===== src/rtl/csp_pkg.sv =====
// ----------------------------------------------------------------------------
// csp_pkg: shared types and constants for the closest segment unit
// Widths of the coordinate, fraction and accumulator paths and the
// sequencer state type.
// ----------------------------------------------------------------------------
package csp_pkg;

  localparam int COORD_W      = 16;
  localparam int FRAC_W       = 16;
  localparam int MAX_SEGMENTS = 65536;
  localparam int SEG_W        = 16;
  localparam int CNT_W        = $clog2(MAX_SEGMENTS + 1);
  localparam int FRAC_OUT_W   = FRAC_W + 1;
  localparam int AXES         = 3;
  localparam int AXIS_W       = 2;
  localparam int MUL_W        = (COORD_W > FRAC_W) ? COORD_W + 2 : FRAC_W + 2;
  localparam int PROD_W       = 2 * MUL_W;
  localparam int ACC_W        = PROD_W + 2;
  localparam int DIST_W       = 48;
  localparam int WIDE_W       = (ACC_W > DIST_W) ? ACC_W : DIST_W;
  localparam int DIV_CNT_W    = $clog2(FRAC_W);

  localparam logic [DIST_W-1:0]     DIST_MAX   = {DIST_W{1'b1}};
  localparam logic [FRAC_OUT_W-1:0] FRAC_ONE   = {1'b1, {FRAC_W{1'b0}}};
  localparam logic [PROD_W:0]       ROUND_HALF = (PROD_W + 1)'(1) << (FRAC_W - 1);
  localparam logic [AXIS_W-1:0]     AXIS_LAST  = AXIS_W'(AXES - 1);

  typedef enum logic [2:0] {
    ST_IDLE,
    ST_DOT,
    ST_CHECK,
    ST_DIVIDE,
    ST_OFFSET,
    ST_SQUARE,
    ST_UPDATE,
    ST_FINISH
  } csp_state_t;

endpackage


===== src/rtl/csp_vertex_if.sv =====
// ----------------------------------------------------------------------------
// csp_vertex_if: vertex input channel
// Valid/ready channel carrying one polyline vertex and the query point.
// ----------------------------------------------------------------------------
interface csp_vertex_if;
  import csp_pkg::*;

  logic                      valid;
  logic                      ready;
  logic signed [COORD_W-1:0] query_x;
  logic signed [COORD_W-1:0] query_y;
  logic signed [COORD_W-1:0] query_z;
  logic signed [COORD_W-1:0] vertex_x;
  logic signed [COORD_W-1:0] vertex_y;
  logic signed [COORD_W-1:0] vertex_z;
  logic                      first_vertex;
  logic                      last_vertex;

  modport source (
    output valid, query_x, query_y, query_z, vertex_x, vertex_y, vertex_z,
           first_vertex, last_vertex,
    input  ready
  );

  modport sink (
    input  valid, query_x, query_y, query_z, vertex_x, vertex_y, vertex_z,
           first_vertex, last_vertex,
    output ready
  );

endinterface


===== src/rtl/csp_result_if.sv =====
// ----------------------------------------------------------------------------
// csp_result_if: result output channel
// Valid/ready channel carrying the nearest segment and its fraction.
// ----------------------------------------------------------------------------
interface csp_result_if;
  import csp_pkg::*;

  logic                  valid;
  logic                  ready;
  logic [SEG_W-1:0]      segment_index;
  logic [FRAC_OUT_W-1:0] fraction;
  logic                  found;

  modport source (
    output valid, segment_index, fraction, found,
    input  ready
  );

  modport sink (
    input  valid, segment_index, fraction, found,
    output ready
  );

endinterface


===== src/rtl/csp_divider.sv =====
// ----------------------------------------------------------------------------
// csp_divider: radix-2 restoring fraction divider
// Forms floor(dividend * 2^FRAC_W / divisor) for dividend < divisor, one
// quotient bit per cycle; done pulses when the quotient is complete.
// ----------------------------------------------------------------------------
module csp_divider (
  input  logic                       clk,
  input  logic                       rst,
  input  logic                       start,
  input  logic [csp_pkg::ACC_W-1:0]  dividend,
  input  logic [csp_pkg::ACC_W-1:0]  divisor,
  output logic                       done,
  output logic [csp_pkg::FRAC_W-1:0] quotient
);
  import csp_pkg::*;

  logic                 busy;
  logic [DIV_CNT_W-1:0] count;
  logic [ACC_W:0]       rem;
  logic [ACC_W-1:0]     dsr;
  logic [FRAC_W-1:0]    quo;
  logic [ACC_W:0]       shifted;
  logic [ACC_W+1:0]     diff;
  logic                 take;
  logic [ACC_W:0]       rem_next;

  always_comb begin
    shifted  = {rem[ACC_W-1:0], 1'b0};
    diff     = (ACC_W + 2)'(shifted) - (ACC_W + 2)'(dsr);
    take     = !diff[ACC_W+1];
    rem_next = take ? diff[ACC_W:0] : shifted;
  end

  always_ff @(posedge clk) begin
    if (rst) begin
      busy  <= 1'b0;
      done  <= 1'b0;
      count <= '0;
    end else begin
      done <= 1'b0;
      if (start) begin
        busy  <= 1'b1;
        count <= '0;
      end else if (busy) begin
        count <= count + DIV_CNT_W'(1);
        if (count == DIV_CNT_W'(FRAC_W - 1)) begin
          busy <= 1'b0;
          done <= 1'b1;
        end
      end
    end
  end

  always_ff @(posedge clk) begin
    if (start) begin
      rem <= {1'b0, dividend};
      dsr <= divisor;
      quo <= '0;
    end else if (busy) begin
      rem <= rem_next;
      quo <= {quo[FRAC_W-2:0], take};
    end
  end

  assign quotient = quo;

endmodule


===== src/rtl/closest_segment_on_polyline_unit.sv =====
// ----------------------------------------------------------------------------
// closest_segment_on_polyline_unit: nearest polyline segment to a point
// Streams polyline vertices, finds the segment nearest the query point and
// reports its index and clamped Q1.16 position on the last vertex.
// ----------------------------------------------------------------------------
//
//   Channel  Dir  Beat contents
//   vtx      in   query point, vertex, first_vertex, last_vertex
//   res      out  segment_index, fraction, found (one beat per path)
//
// A vertex that closes a segment forms six products for the two dot
// products and three each for the offset and the squared distance on one
// shared 18x18 multiplier, plus a quotient from the bit-serial divider.
// When t clamps to 0 or 1 the divider is skipped; a vertex that closes no
// segment goes from idle straight to the finish state. vtx is ready only
// while the unit is idle. A last vertex waits in the finish state while an
// earlier result beat has not been taken. Reset is synchronous and clears the search.
//
module closest_segment_on_polyline_unit (
  input logic         clk,
  input logic         rst,
  csp_vertex_if.sink  vtx,
  csp_result_if.source res
);
  import csp_pkg::*;

  csp_state_t state;
  csp_state_t state_next;

  logic signed [COORD_W-1:0] qpt  [AXES];
  logic signed [COORD_W-1:0] prev [AXES];
  logic signed [COORD_W-1:0] cur  [AXES];
  logic signed [MUL_W-1:0]   dvec [AXES];
  logic                      last_flag;

  logic                    have_previous;
  logic [CNT_W-1:0]        seg_count;
  logic [DIST_W-1:0]       best_dist;
  logic [SEG_W-1:0]        best_seg;
  logic [FRAC_OUT_W-1:0]   best_frac;
  logic                    any_segment;

  logic [AXIS_W-1:0]       axis;
  logic                    den_pass;
  logic signed [ACC_W-1:0] acc_num;
  logic signed [ACC_W-1:0] acc_den;
  logic [ACC_W-1:0]        acc_dist;
  logic [FRAC_OUT_W-1:0]   frac;

  logic                    out_valid;
  logic [SEG_W-1:0]        out_seg;
  logic [FRAC_OUT_W-1:0]   out_frac;
  logic                    out_found;

  logic                    accept;
  logic                    eval_go;
  logic                    div_start;
  logic                    div_done;
  logic [FRAC_W-1:0]       div_quotient;
  logic                    frac_zero;
  logic                    frac_one;
  logic                    can_leave;
  logic                    emit;
  logic                    take_best;

  logic signed [MUL_W-1:0]  bdiff;
  logic signed [MUL_W-1:0]  apdiff;
  logic signed [MUL_W-1:0]  mul_a;
  logic signed [MUL_W-1:0]  mul_b;
  logic signed [PROD_W-1:0] prod;
  logic signed [PROD_W:0]   rnd;
  logic signed [PROD_W:0]   off_full;
  logic signed [PROD_W:0]   d_full;
  logic [WIDE_W-1:0]        dist_wide;
  logic [DIST_W-1:0]        seg_dist;

  // Shared datapath.
  always_comb begin
    bdiff  = MUL_W'(cur[axis]) - MUL_W'(prev[axis]);
    apdiff = MUL_W'(qpt[axis]) - MUL_W'(prev[axis]);
    unique case (state)
      ST_DOT: begin
        mul_a = den_pass ? bdiff : apdiff;
        mul_b = bdiff;
      end
      ST_OFFSET: begin
        mul_a = $signed(MUL_W'(frac));
        mul_b = bdiff;
      end
      ST_SQUARE: begin
        mul_a = dvec[axis];
        mul_b = dvec[axis];
      end
      default: begin
        mul_a = '0;
        mul_b = '0;
      end
    endcase
    prod     = mul_a * mul_b;
    rnd      = $signed({prod[PROD_W-1], prod}) + $signed(ROUND_HALF);
    off_full = rnd >>> FRAC_W;
    d_full   = off_full + (PROD_W + 1)'(prev[axis]) - (PROD_W + 1)'(qpt[axis]);
    dist_wide = WIDE_W'(acc_dist);
    seg_dist = (dist_wide > WIDE_W'(DIST_MAX)) ? DIST_MAX : DIST_W'(dist_wide);
    frac_zero = (acc_den == '0) || acc_num[ACC_W-1] || (acc_num == '0);
    frac_one  = (acc_num >= acc_den);
    take_best = !any_segment || (seg_dist < best_dist);
  end

  csp_divider u_divider (
    .clk      (clk),
    .rst      (rst),
    .start    (div_start),
    .dividend (acc_num),
    .divisor  (acc_den),
    .done     (div_done),
    .quotient (div_quotient)
  );

  // Sequencer.
  always_ff @(posedge clk) begin
    if (rst) begin
      state <= ST_IDLE;
    end else begin
      state <= state_next;
    end
  end

  always_comb begin
    state_next = state;
    unique case (state)
      ST_IDLE: begin
        if (vtx.valid) begin
          state_next = eval_go ? ST_DOT : ST_FINISH;
        end
      end
      ST_DOT: begin
        if (den_pass && axis == AXIS_LAST) begin
          state_next = ST_CHECK;
        end
      end
      ST_CHECK: begin
        state_next = (frac_zero || frac_one) ? ST_OFFSET : ST_DIVIDE;
      end
      ST_DIVIDE: begin
        if (div_done) begin
          state_next = ST_OFFSET;
        end
      end
      ST_OFFSET: begin
        if (axis == AXIS_LAST) begin
          state_next = ST_SQUARE;
        end
      end
      ST_SQUARE: begin
        if (axis == AXIS_LAST) begin
          state_next = ST_UPDATE;
        end
      end
      ST_UPDATE: begin
        state_next = ST_FINISH;
      end
      ST_FINISH: begin
        if (can_leave) begin
          state_next = ST_IDLE;
        end
      end
      default: begin
        state_next = ST_IDLE;
      end
    endcase
  end

  always_comb begin
    eval_go   = !vtx.first_vertex && have_previous &&
                (seg_count < CNT_W'(MAX_SEGMENTS));
    accept    = (state == ST_IDLE) && vtx.valid;
    div_start = (state == ST_CHECK) && !frac_zero && !frac_one;
    can_leave = !last_flag || !out_valid || res.ready;
    emit      = (state == ST_FINISH) && last_flag && can_leave;
  end

  assign vtx.ready = (state == ST_IDLE);

  // Search state.
  always_ff @(posedge clk) begin
    if (rst) begin
      for (int i = 0; i < AXES; i++) begin
        qpt[i] <= '0;
      end
      have_previous <= 1'b0;
      seg_count     <= '0;
      best_dist     <= DIST_MAX;
      best_seg      <= '0;
      best_frac     <= '0;
      any_segment   <= 1'b0;
    end else if (accept && vtx.first_vertex) begin
      qpt[0]        <= vtx.query_x;
      qpt[1]        <= vtx.query_y;
      qpt[2]        <= vtx.query_z;
      have_previous <= 1'b0;
      seg_count     <= '0;
      best_dist     <= DIST_MAX;
      best_seg      <= '0;
      best_frac     <= '0;
      any_segment   <= 1'b0;
    end else if (state == ST_UPDATE) begin
      seg_count <= seg_count + CNT_W'(1);
      if (take_best) begin
        best_dist   <= seg_dist;
        best_seg    <= seg_count[SEG_W-1:0];
        best_frac   <= frac;
        any_segment <= 1'b1;
      end
    end else if (state == ST_FINISH && can_leave) begin
      have_previous <= !last_flag;
      if (last_flag) begin
        seg_count   <= '0;
        best_dist   <= DIST_MAX;
        best_seg    <= '0;
        best_frac   <= '0;
        any_segment <= 1'b0;
      end
    end
  end

  // Step counters.
  always_ff @(posedge clk) begin
    if (rst) begin
      axis     <= '0;
      den_pass <= 1'b0;
    end else begin
      if (state == ST_DOT || state == ST_OFFSET || state == ST_SQUARE) begin
        axis <= (axis == AXIS_LAST) ? '0 : axis + AXIS_W'(1);
      end else begin
        axis <= '0;
      end
      if (state == ST_DOT && axis == AXIS_LAST) begin
        den_pass <= 1'b1;
      end else if (state == ST_IDLE) begin
        den_pass <= 1'b0;
      end
    end
  end

  // Working registers.
  always_ff @(posedge clk) begin
    if (accept) begin
      cur[0]    <= vtx.vertex_x;
      cur[1]    <= vtx.vertex_y;
      cur[2]    <= vtx.vertex_z;
      last_flag <= vtx.last_vertex;
      acc_num   <= '0;
      acc_den   <= '0;
      acc_dist  <= '0;
    end
    if (state == ST_DOT) begin
      if (den_pass) begin
        acc_den <= acc_den + ACC_W'(prod);
      end else begin
        acc_num <= acc_num + ACC_W'(prod);
      end
    end
    if (state == ST_CHECK) begin
      frac <= frac_zero ? '0 : FRAC_ONE;
    end
    if (state == ST_DIVIDE && div_done) begin
      frac <= FRAC_OUT_W'(div_quotient);
    end
    if (state == ST_OFFSET) begin
      dvec[axis] <= d_full[MUL_W-1:0];
    end
    if (state == ST_SQUARE) begin
      acc_dist <= acc_dist + ACC_W'(prod);
    end
    if (state == ST_FINISH && can_leave) begin
      for (int i = 0; i < AXES; i++) begin
        prev[i] <= cur[i];
      end
    end
  end

  // Result register.
  always_ff @(posedge clk) begin
    if (rst) begin
      out_valid <= 1'b0;
    end else if (emit) begin
      out_valid <= 1'b1;
    end else if (res.ready) begin
      out_valid <= 1'b0;
    end
  end

  always_ff @(posedge clk) begin
    if (emit) begin
      out_seg   <= any_segment ? best_seg : '0;
      out_frac  <= any_segment ? best_frac : '0;
      out_found <= any_segment;
    end
  end

  assign res.valid         = out_valid;
  assign res.segment_index = out_seg;
  assign res.fraction      = out_frac;
  assign res.found         = out_found;

endmodule

===== src/flat_wrapper.sv =====
// flat-port wrapper written by rule: the top's interface ports become plain ports
module closest_segment_on_polyline_unit_flat import csp_pkg::*;
  (clk, rst, vtx_valid, vtx_query_x, vtx_query_y, vtx_query_z, vtx_vertex_x, vtx_vertex_y, vtx_vertex_z, vtx_first_vertex, vtx_last_vertex, vtx_ready, res_valid, res_segment_index, res_fraction, res_found, res_ready);
  csp_vertex_if vtx_i ();
  csp_result_if res_i ();
  input logic clk;
  input logic rst;
  input wire logic [$bits(vtx_i.valid)-1:0] vtx_valid;
  input wire logic [$bits(vtx_i.query_x)-1:0] vtx_query_x;
  input wire logic [$bits(vtx_i.query_y)-1:0] vtx_query_y;
  input wire logic [$bits(vtx_i.query_z)-1:0] vtx_query_z;
  input wire logic [$bits(vtx_i.vertex_x)-1:0] vtx_vertex_x;
  input wire logic [$bits(vtx_i.vertex_y)-1:0] vtx_vertex_y;
  input wire logic [$bits(vtx_i.vertex_z)-1:0] vtx_vertex_z;
  input wire logic [$bits(vtx_i.first_vertex)-1:0] vtx_first_vertex;
  input wire logic [$bits(vtx_i.last_vertex)-1:0] vtx_last_vertex;
  output wire logic [$bits(vtx_i.ready)-1:0] vtx_ready;
  output wire logic [$bits(res_i.valid)-1:0] res_valid;
  output wire logic [$bits(res_i.segment_index)-1:0] res_segment_index;
  output wire logic [$bits(res_i.fraction)-1:0] res_fraction;
  output wire logic [$bits(res_i.found)-1:0] res_found;
  input wire logic [$bits(res_i.ready)-1:0] res_ready;
  assign vtx_i.valid = vtx_valid;
  assign vtx_i.query_x = vtx_query_x;
  assign vtx_i.query_y = vtx_query_y;
  assign vtx_i.query_z = vtx_query_z;
  assign vtx_i.vertex_x = vtx_vertex_x;
  assign vtx_i.vertex_y = vtx_vertex_y;
  assign vtx_i.vertex_z = vtx_vertex_z;
  assign vtx_i.first_vertex = vtx_first_vertex;
  assign vtx_i.last_vertex = vtx_last_vertex;
  assign vtx_ready = vtx_i.ready;
  assign res_valid = res_i.valid;
  assign res_segment_index = res_i.segment_index;
  assign res_fraction = res_i.fraction;
  assign res_found = res_i.found;
  assign res_i.ready = res_ready;
  closest_segment_on_polyline_unit u_core (.clk(clk), .rst(rst), .vtx(vtx_i), .res(res_i));
endmodule

===== config.mk =====
export PLATFORM = sky130hd
export DESIGN_NAME = closest_segment_on_polyline_unit_flat
export DESIGN_NICKNAME = d
export VERILOG_FILES = /design/src/rtl/csp_pkg.sv /design/src/rtl/csp_vertex_if.sv /design/src/rtl/csp_result_if.sv /design/src/rtl/csp_divider.sv /design/src/rtl/closest_segment_on_polyline_unit.sv /design/src/flat_wrapper.sv
export SDC_FILE = /design/constraint.sdc
export NUM_CORES = 2
export LEC_CHECK = 0
export ABC_AREA = 1
export BUFFER_PORTS_ARGS = -buffer_cell sky130_fd_sc_hd__buf_2
export CORE_ASPECT_RATIO = 1.75
export CORE_MARGIN = 1.5
export CORE_UTILIZATION = 45
export CTS_CLUSTER_DIAMETER = 30
export DETAILED_ROUTE_END_ITERATION = 12
export PLACE_DENSITY = 0.63
export RECOVER_POWER = 50
export SYNTH_ARGS = -nofsm -noshare
export SYNTH_HDL_FRONTEND = slang
export SYNTH_SLANG_ARGS = --single-unit
export TNS_END_PERCENT = 20

===== constraint.sdc =====
create_clock -name clk -period 11.15 [get_ports clk]
set_clock_uncertainty 0.15 [all_clocks]
set_input_delay 0 -clock clk [delete_from_list [all_inputs] [get_ports clk]]
set_output_delay 0 -clock clk [all_outputs]
set_load 0.05 [all_outputs]

Yosys cells after proc, flatten, opt, wreduce, memory -nomap -nowiden. Memories as Yosys holds them, arrays and structs flattened. A register that Yosys moved wholly into a read port is not among the register bits. Index checks and enable logic that the tools add are counted.

Register bits: 371. Bits in writable memories: 198. Input port bits: 102. Word-level logic and storage cells: 182. Memories: 4.

Add/subtract/negate cells: 12. Multiply operators: 1. Order comparisons: 3. Equality and inequality tests: 16. Muxes and demuxes: 69. Bitwise gates (word level): 6. Reductions and logical operators: 46.

Memory list: u_core.dvec (words 3, width 18, read ports 1, clocked after memory_dff 1, write ports 1, RTL line closest_segment_on_polyline_unit.sv:33) `logic signed [MUL_W-1:0] dvec [AXES];`; u_core.cur (words 3, width 16, read ports 4, clocked after memory_dff 1, write ports 3, RTL line closest_segment_on_polyline_unit.sv:32) `logic signed [COORD_W-1:0] cur [AXES];`; u_core.prev (words 3, width 16, read ports 1, clocked after memory_dff 1, write ports 3, RTL line closest_segment_on_polyline_unit.sv:31) `logic signed [COORD_W-1:0] prev [AXES];`; u_core.qpt (words 3, width 16, read ports 1, clocked after memory_dff 1, write ports 3, RTL line closest_segment_on_polyline_unit.sv:30) `logic signed [COORD_W-1:0] qpt [AXES];`.

Operators by type and width (count): 38-bit two-way mux (11); 48-bit two-way mux (4); 16-bit two-way mux (9); 17-bit two-way mux (6); 38-bit by 36-bit adder with 38-bit output (2); 38-bit zero test (2); 18-bit case mux with 3 select lines (1); 38-bit by 48-bit < comparator with 1-bit output (1); 39-bit by 38-bit subtractor with 40-bit output (1); 38-bit adder (1); 38-bit greater-or-equal comparator (1); 18-bit by 18-bit multiplier with 36-bit output (1); 18-bit case mux with 2 select lines (1); 34-bit by 17-bit adder with 34-bit output, second input constant (1); 16-bit by 16-bit subtractor with 17-bit output (2); 3-bit two-way mux (8); 3-bit case mux with 8 select lines (1); 1-bit two-way mux (23); 18-bit by 16-bit adder with 18-bit output (1); 18-bit two-way mux (1); 18-bit by 16-bit subtractor with 18-bit output (1); 17-bit by 1-bit adder with 17-bit output, second input constant (1); 17-bit < comparator, second input constant (1); 2-bit nonzero test (7); 21 further kinds (65).

Logic depth before layout (Yosys ltp).
Depth after elaboration: 7. Depth in mapped cells: 67. Depth with buffers taken out: 63.

Cells and area by module. A second synthesis with hierarchy kept.

Cells, all modules: 6549. Area, all modules: 50582.3 µm².

By module, submodules not included: closest_segment_on_polyline_unit (times used 1, cells an instance 5514, area an instance 43277.8 µm², sequential area each 12121.6 µm²); csp_divider (times used 1, cells an instance 1035, area an instance 7304.5 µm², sequential area each 2722.6 µm²).

Worst setup path before layout. No wires, ideal clock.

Path kind: register -> register. From: register, netlist name u_core.axis[1]. To: memory u_core.dvec[0][17] in the netlist's numbering, data pin. Arrival: 10137 ps. Setup slack: 602 ps. Cell stages (with the launch flop): 60. Clock period less this slack: 10548 ps. Cell sequence: dfxtp_1 -> buf_2 -> inv_2 -> buf_2 -> buf_2 -> buf_1 -> nor2_1 -> a21oi_1 -> ha_1 -> inv_1 -> fa_1 -> nand3_1 -> nand2_1 -> nand2_1 -> nand3_2 -> nand3_1 -> nand4_1 -> xor2_1 -> [24 not listed] -> nor2_1 -> nand3_1 -> xor2_1 -> inv_1 -> fa_1 -> ha_1 -> inv_1 -> o21bai_1 -> nand3_1 -> nand2_1 -> a21oi_1 -> o21ai_0 -> nor2_1 -> nand3b_1 -> nand2_1 -> inv_1 -> nand2_1 -> nand2_1.

RTL lines (RTL line): end: declaration (closest_segment_on_polyline_unit.sv:33).

==> impl_metrics.tcl <==
set metrics [dict create \
    cp_data_required_time_ps 11550 \
    hold_path.startpoint "vtx_query_z[6]" \
    detailedPlace.worstSlack_ps -404 \
    num_vias 50938 \
    clk_pin_slew_worst_paths_ps 60 \
    clock_latency_ps 740 \
    numCtsBuffers 89 \
    globalRouteOverflowTotal 0 \
    wl_mm 218 \
    fmax_mhz 92.8 \
    layout_setup_ws_ps 374 \
    status "finished, violations left" \
    synth_largest_area_cell "sky130_fd_sc_hd__edfxtp_1" \
    die-height_um 448 \
    final-setup-viol-count 0 \
    synthArstFlopShare_pct 0 \
    worst_path_dominant_cell_family "adder cells" \
    timing.final.crit_period_ps 10780 \
    placement.cell_area_um2 60200 \
    stdcell_area_um2 67300 \
    crit_share_post_route_pct 96.6 \
    worst-slew-pin-transition_ps 1530 \
    slew_violations 35 \
    synth_nets 7539 \
    cts_tree "built" \
    finish.net_count 8755 \
    grt_start_max_net_pins 89 \
    number_of_violations_of_the_max_capacitance_limit 1 \
    placement.io_buffers 137 \
    first_global_vias 53109 \
    synth_edf_count 363 \
    top_ports 138 \
    track_usage_pct 37.5 \
    synth_instances 6713 \
    critical-path-max-stage-delay_ps 600 \
    syn-cell-area_um2 51000 \
    end_kind "flip-flop" \
    prevailing_post_synth_register_cell "sky130_fd_sc_hd__edfxtp_1" \
    kind_of_critical_path "flip-flop to flip-flop" \
    yosys_warns 0 \
    slowest_stage "sky130_fd_sc_hd__fa_1" \
    ys_ff_latch 560 \
    clockBufferDepth 3 \
    synth.yosys.seq_area_share_pct 29.1 \
    wire_length_of_the_first_global_routing_pass_mm 317 \
    timing.hold.worst.class "input pin to flip-flop" \
    vias_per_cell 5.36 \
    synthesis_to_layout_area_growth_pct 31.9 \
    timing.critical_path.arrival_ps 11170 \
    worst_r2r_endpoint "u_core.dvec[0][15]" \
    clock-root-buffer "sky130_fd_sc_hd__clkbuf_16" \
    critical_path.most_common_cell "sky130_fd_sc_hd__fa_1" \
    drcViolationCount 0 \
    routedWlPerCell_um 22.9 \
    cp-start-kind "flip-flop" \
    yosys.cell_types.count 64 \
    slew_headroom_pct -1.79 \
    r2r_slack_ps 370 \
    iteration_count_of_the_initial_detailed_routing_pass 6 \
    unrepaired_setup_endpoints_after_global_routing "yes" \
    design.die.area_um2 115000 \
    clock-sinks 560 \
    synth_top_cell_area_share_pct 21.4 \
    post-dp-hpwl_mm 173 \
    row_count 163 \
    die_w_um 257 \
    timing.critical_path.buf_inv 12 \
    failed_checks "capacitance limit, slew limit" \
    r2r_start "u_core.axis[1]" \
    finalHoldViolCount 0 \
    start_util_pct 45.3 \
    syn-mean-instance-area_um2 7.60 \
    hold_slack_ps 12.1 \
    finalWeightedCongestion 1.12 \
    min_path_cells 4 \
    post_route_cells_drive_above_1_share_pct 21.1 \
    number_of_drc_markers_in_iteration_0 3236 \
    netlist_top_cells_area "sky130_fd_sc_hd__edfxtp_1, sky130_fd_sc_hd__fa_1, sky130_fd_sc_hd__nand2_1" \
    number_of_antenna_violations_at_the_first_check_in_global_routing 10 \
    htree_levels 3 \
    worst-r2r-cell-count 52 \
    detail-route-antenna-nets 0 \
    area_of_the_core_region_um2 113000 \
    min_delay_worst_endpoint "u_core.qpt[2][6]" \
    crit_path_max_fanout 7 \
]
[repair_timing]
action | 4_1_cts | 5_1_grt
pin swaps | 6 | 163
hold buffers | 185 | 0
endpoints found under the setup margin | 31 | 67
gates cloned | 0 | 5
buffers inserted | 0 | 34
endpoints found under the hold margin | 218 | 0
gates resized for setup | 58 | 391
[worst register-to-register path, delay by kind of cell (launching register included)]
family          cells  cell delay (ps)
fa+ha+maj          11             4720
simple gates       20             2460
buf+inv            12             1350
compound gates      7             1080
xor+xnor            2              430
flops               1              360
[synthesized netlist by cell type (all sizes together), types with 64 or more instances]
master  instances
o21ai         366
dfxtp         197
buf           101
edfxtp        363
fa            352
a21oi         420
nor2          613
ha            372
clkbuf         64
nand2        1495
xor2           73
nand4          79
inv          1327
nand3         408
[cell families (layout without fill, tap and decap cells)]
family	count (synthesis)	count (layout)	synth area share, %
compound gates	1073	1073	11.9
xor+xnor	105	105	1.83
fa+ha+maj	724	724	22.9
buf+inv	1492	2783	11.3
flops	560	560	29.1
mux	1	1	0.0196
other cells	0	6	0
simple gates	2758	2758	22.8
[worst max path at each step]
stage	start	to	slack, ps	depth (start not counted)
4_1_cts	u_core.axis[1]	u_core.dvec[0][17]	5	60
3_5_place_dp	u_core.axis[0]	u_core.dvec[2][17]	-400	55
2_1_floorplan	u_core.axis[1]	u_core.dvec[0][17]	600	59
5_1_grt	u_core.axis[0]	u_core.dvec[0][17]	-130	56
6_report	u_core.axis[1]	u_core.dvec[0][15]	370	52
3_3_place_gp	u_core.axis[0]	u_core.dvec[1][16]	-350	52
[cell usage in the layout (no fill, tap or decap), types with 75 or more instances in the layout]
cell / instances
sky130_fd_sc_hd__fa_1: 325
sky130_fd_sc_hd__o21ai_0: 294
sky130_fd_sc_hd__nand2_1: 1402
sky130_fd_sc_hd__dlygate4sd3_1: 185
sky130_fd_sc_hd__nand4_1: 75
sky130_fd_sc_hd__ha_1: 326
sky130_fd_sc_hd__dfxtp_1: 195
sky130_fd_sc_hd__buf_2: 99
sky130_fd_sc_hd__buf_4: 909
sky130_fd_sc_hd__nor2_1: 553
sky130_fd_sc_hd__clkbuf_16: 95
sky130_fd_sc_hd__inv_1: 1276
sky130_fd_sc_hd__nand3_1: 376
sky130_fd_sc_hd__edfxtp_1: 363
sky130_fd_sc_hd__a21oi_1: 386
[registers in the layout (all words and copies together), names as in the netlist, 2 cells and up]
signal	count
u_core.u_divider.quotient	16
u_core.state	3
u_core.u_divider.dsr	38
u_core.u_divider.rem	38
u_core.best_frac	17
u_core.res.segment_index	16
u_core.acc_num	38
u_core.prev	48
u_core.best_dist	39
u_core.seg_count	17
u_core.dvec	54
u_core.axis	2
u_core.acc_dist	38
u_core.cur	48
u_core.res.fraction	17
u_core.qpt	48
u_core.best_seg	16
u_core.u_divider.count	4
u_core.acc_den	38
u_core.frac	17
[metal layers]
metal  share of wire, %  GRT usage [%]  vias up
li1                   -              -    24034
met2                 51           68.7     1892
met3                5.4           7.12     1034
met4                 15           43.3        8
met5              0.021              0        -
met1                 30           31.4    23970
[cell type report]
class	count	area, um^2
Timing Repair Buffer	1290	10300
Tap cell	1485	1860
Clock buffer	93	2270
Clock inverter	73	923
Inverter	1327	5000
Fill cell	10348	45300
Multi-Input combinational cell	4661	32000
Antenna cell	6	15.0
Sequential cell	560	14800
[metrics by stage]
stage	setup TNS (ps)	utilization, %	instances
6_report	0	59.8	9495
5_1_grt	-1190	59.7	9491
4_1_cts	0	58.1	9452
3_5_place_dp	-7030	53.4	9101
3_3_place_gp	-5720	53.4	9101
2_1_floorplan	0	-	6713
Power is not shown: default switching activity piles up to over one toggle a cycle in this logic, so the estimate is an artifact.
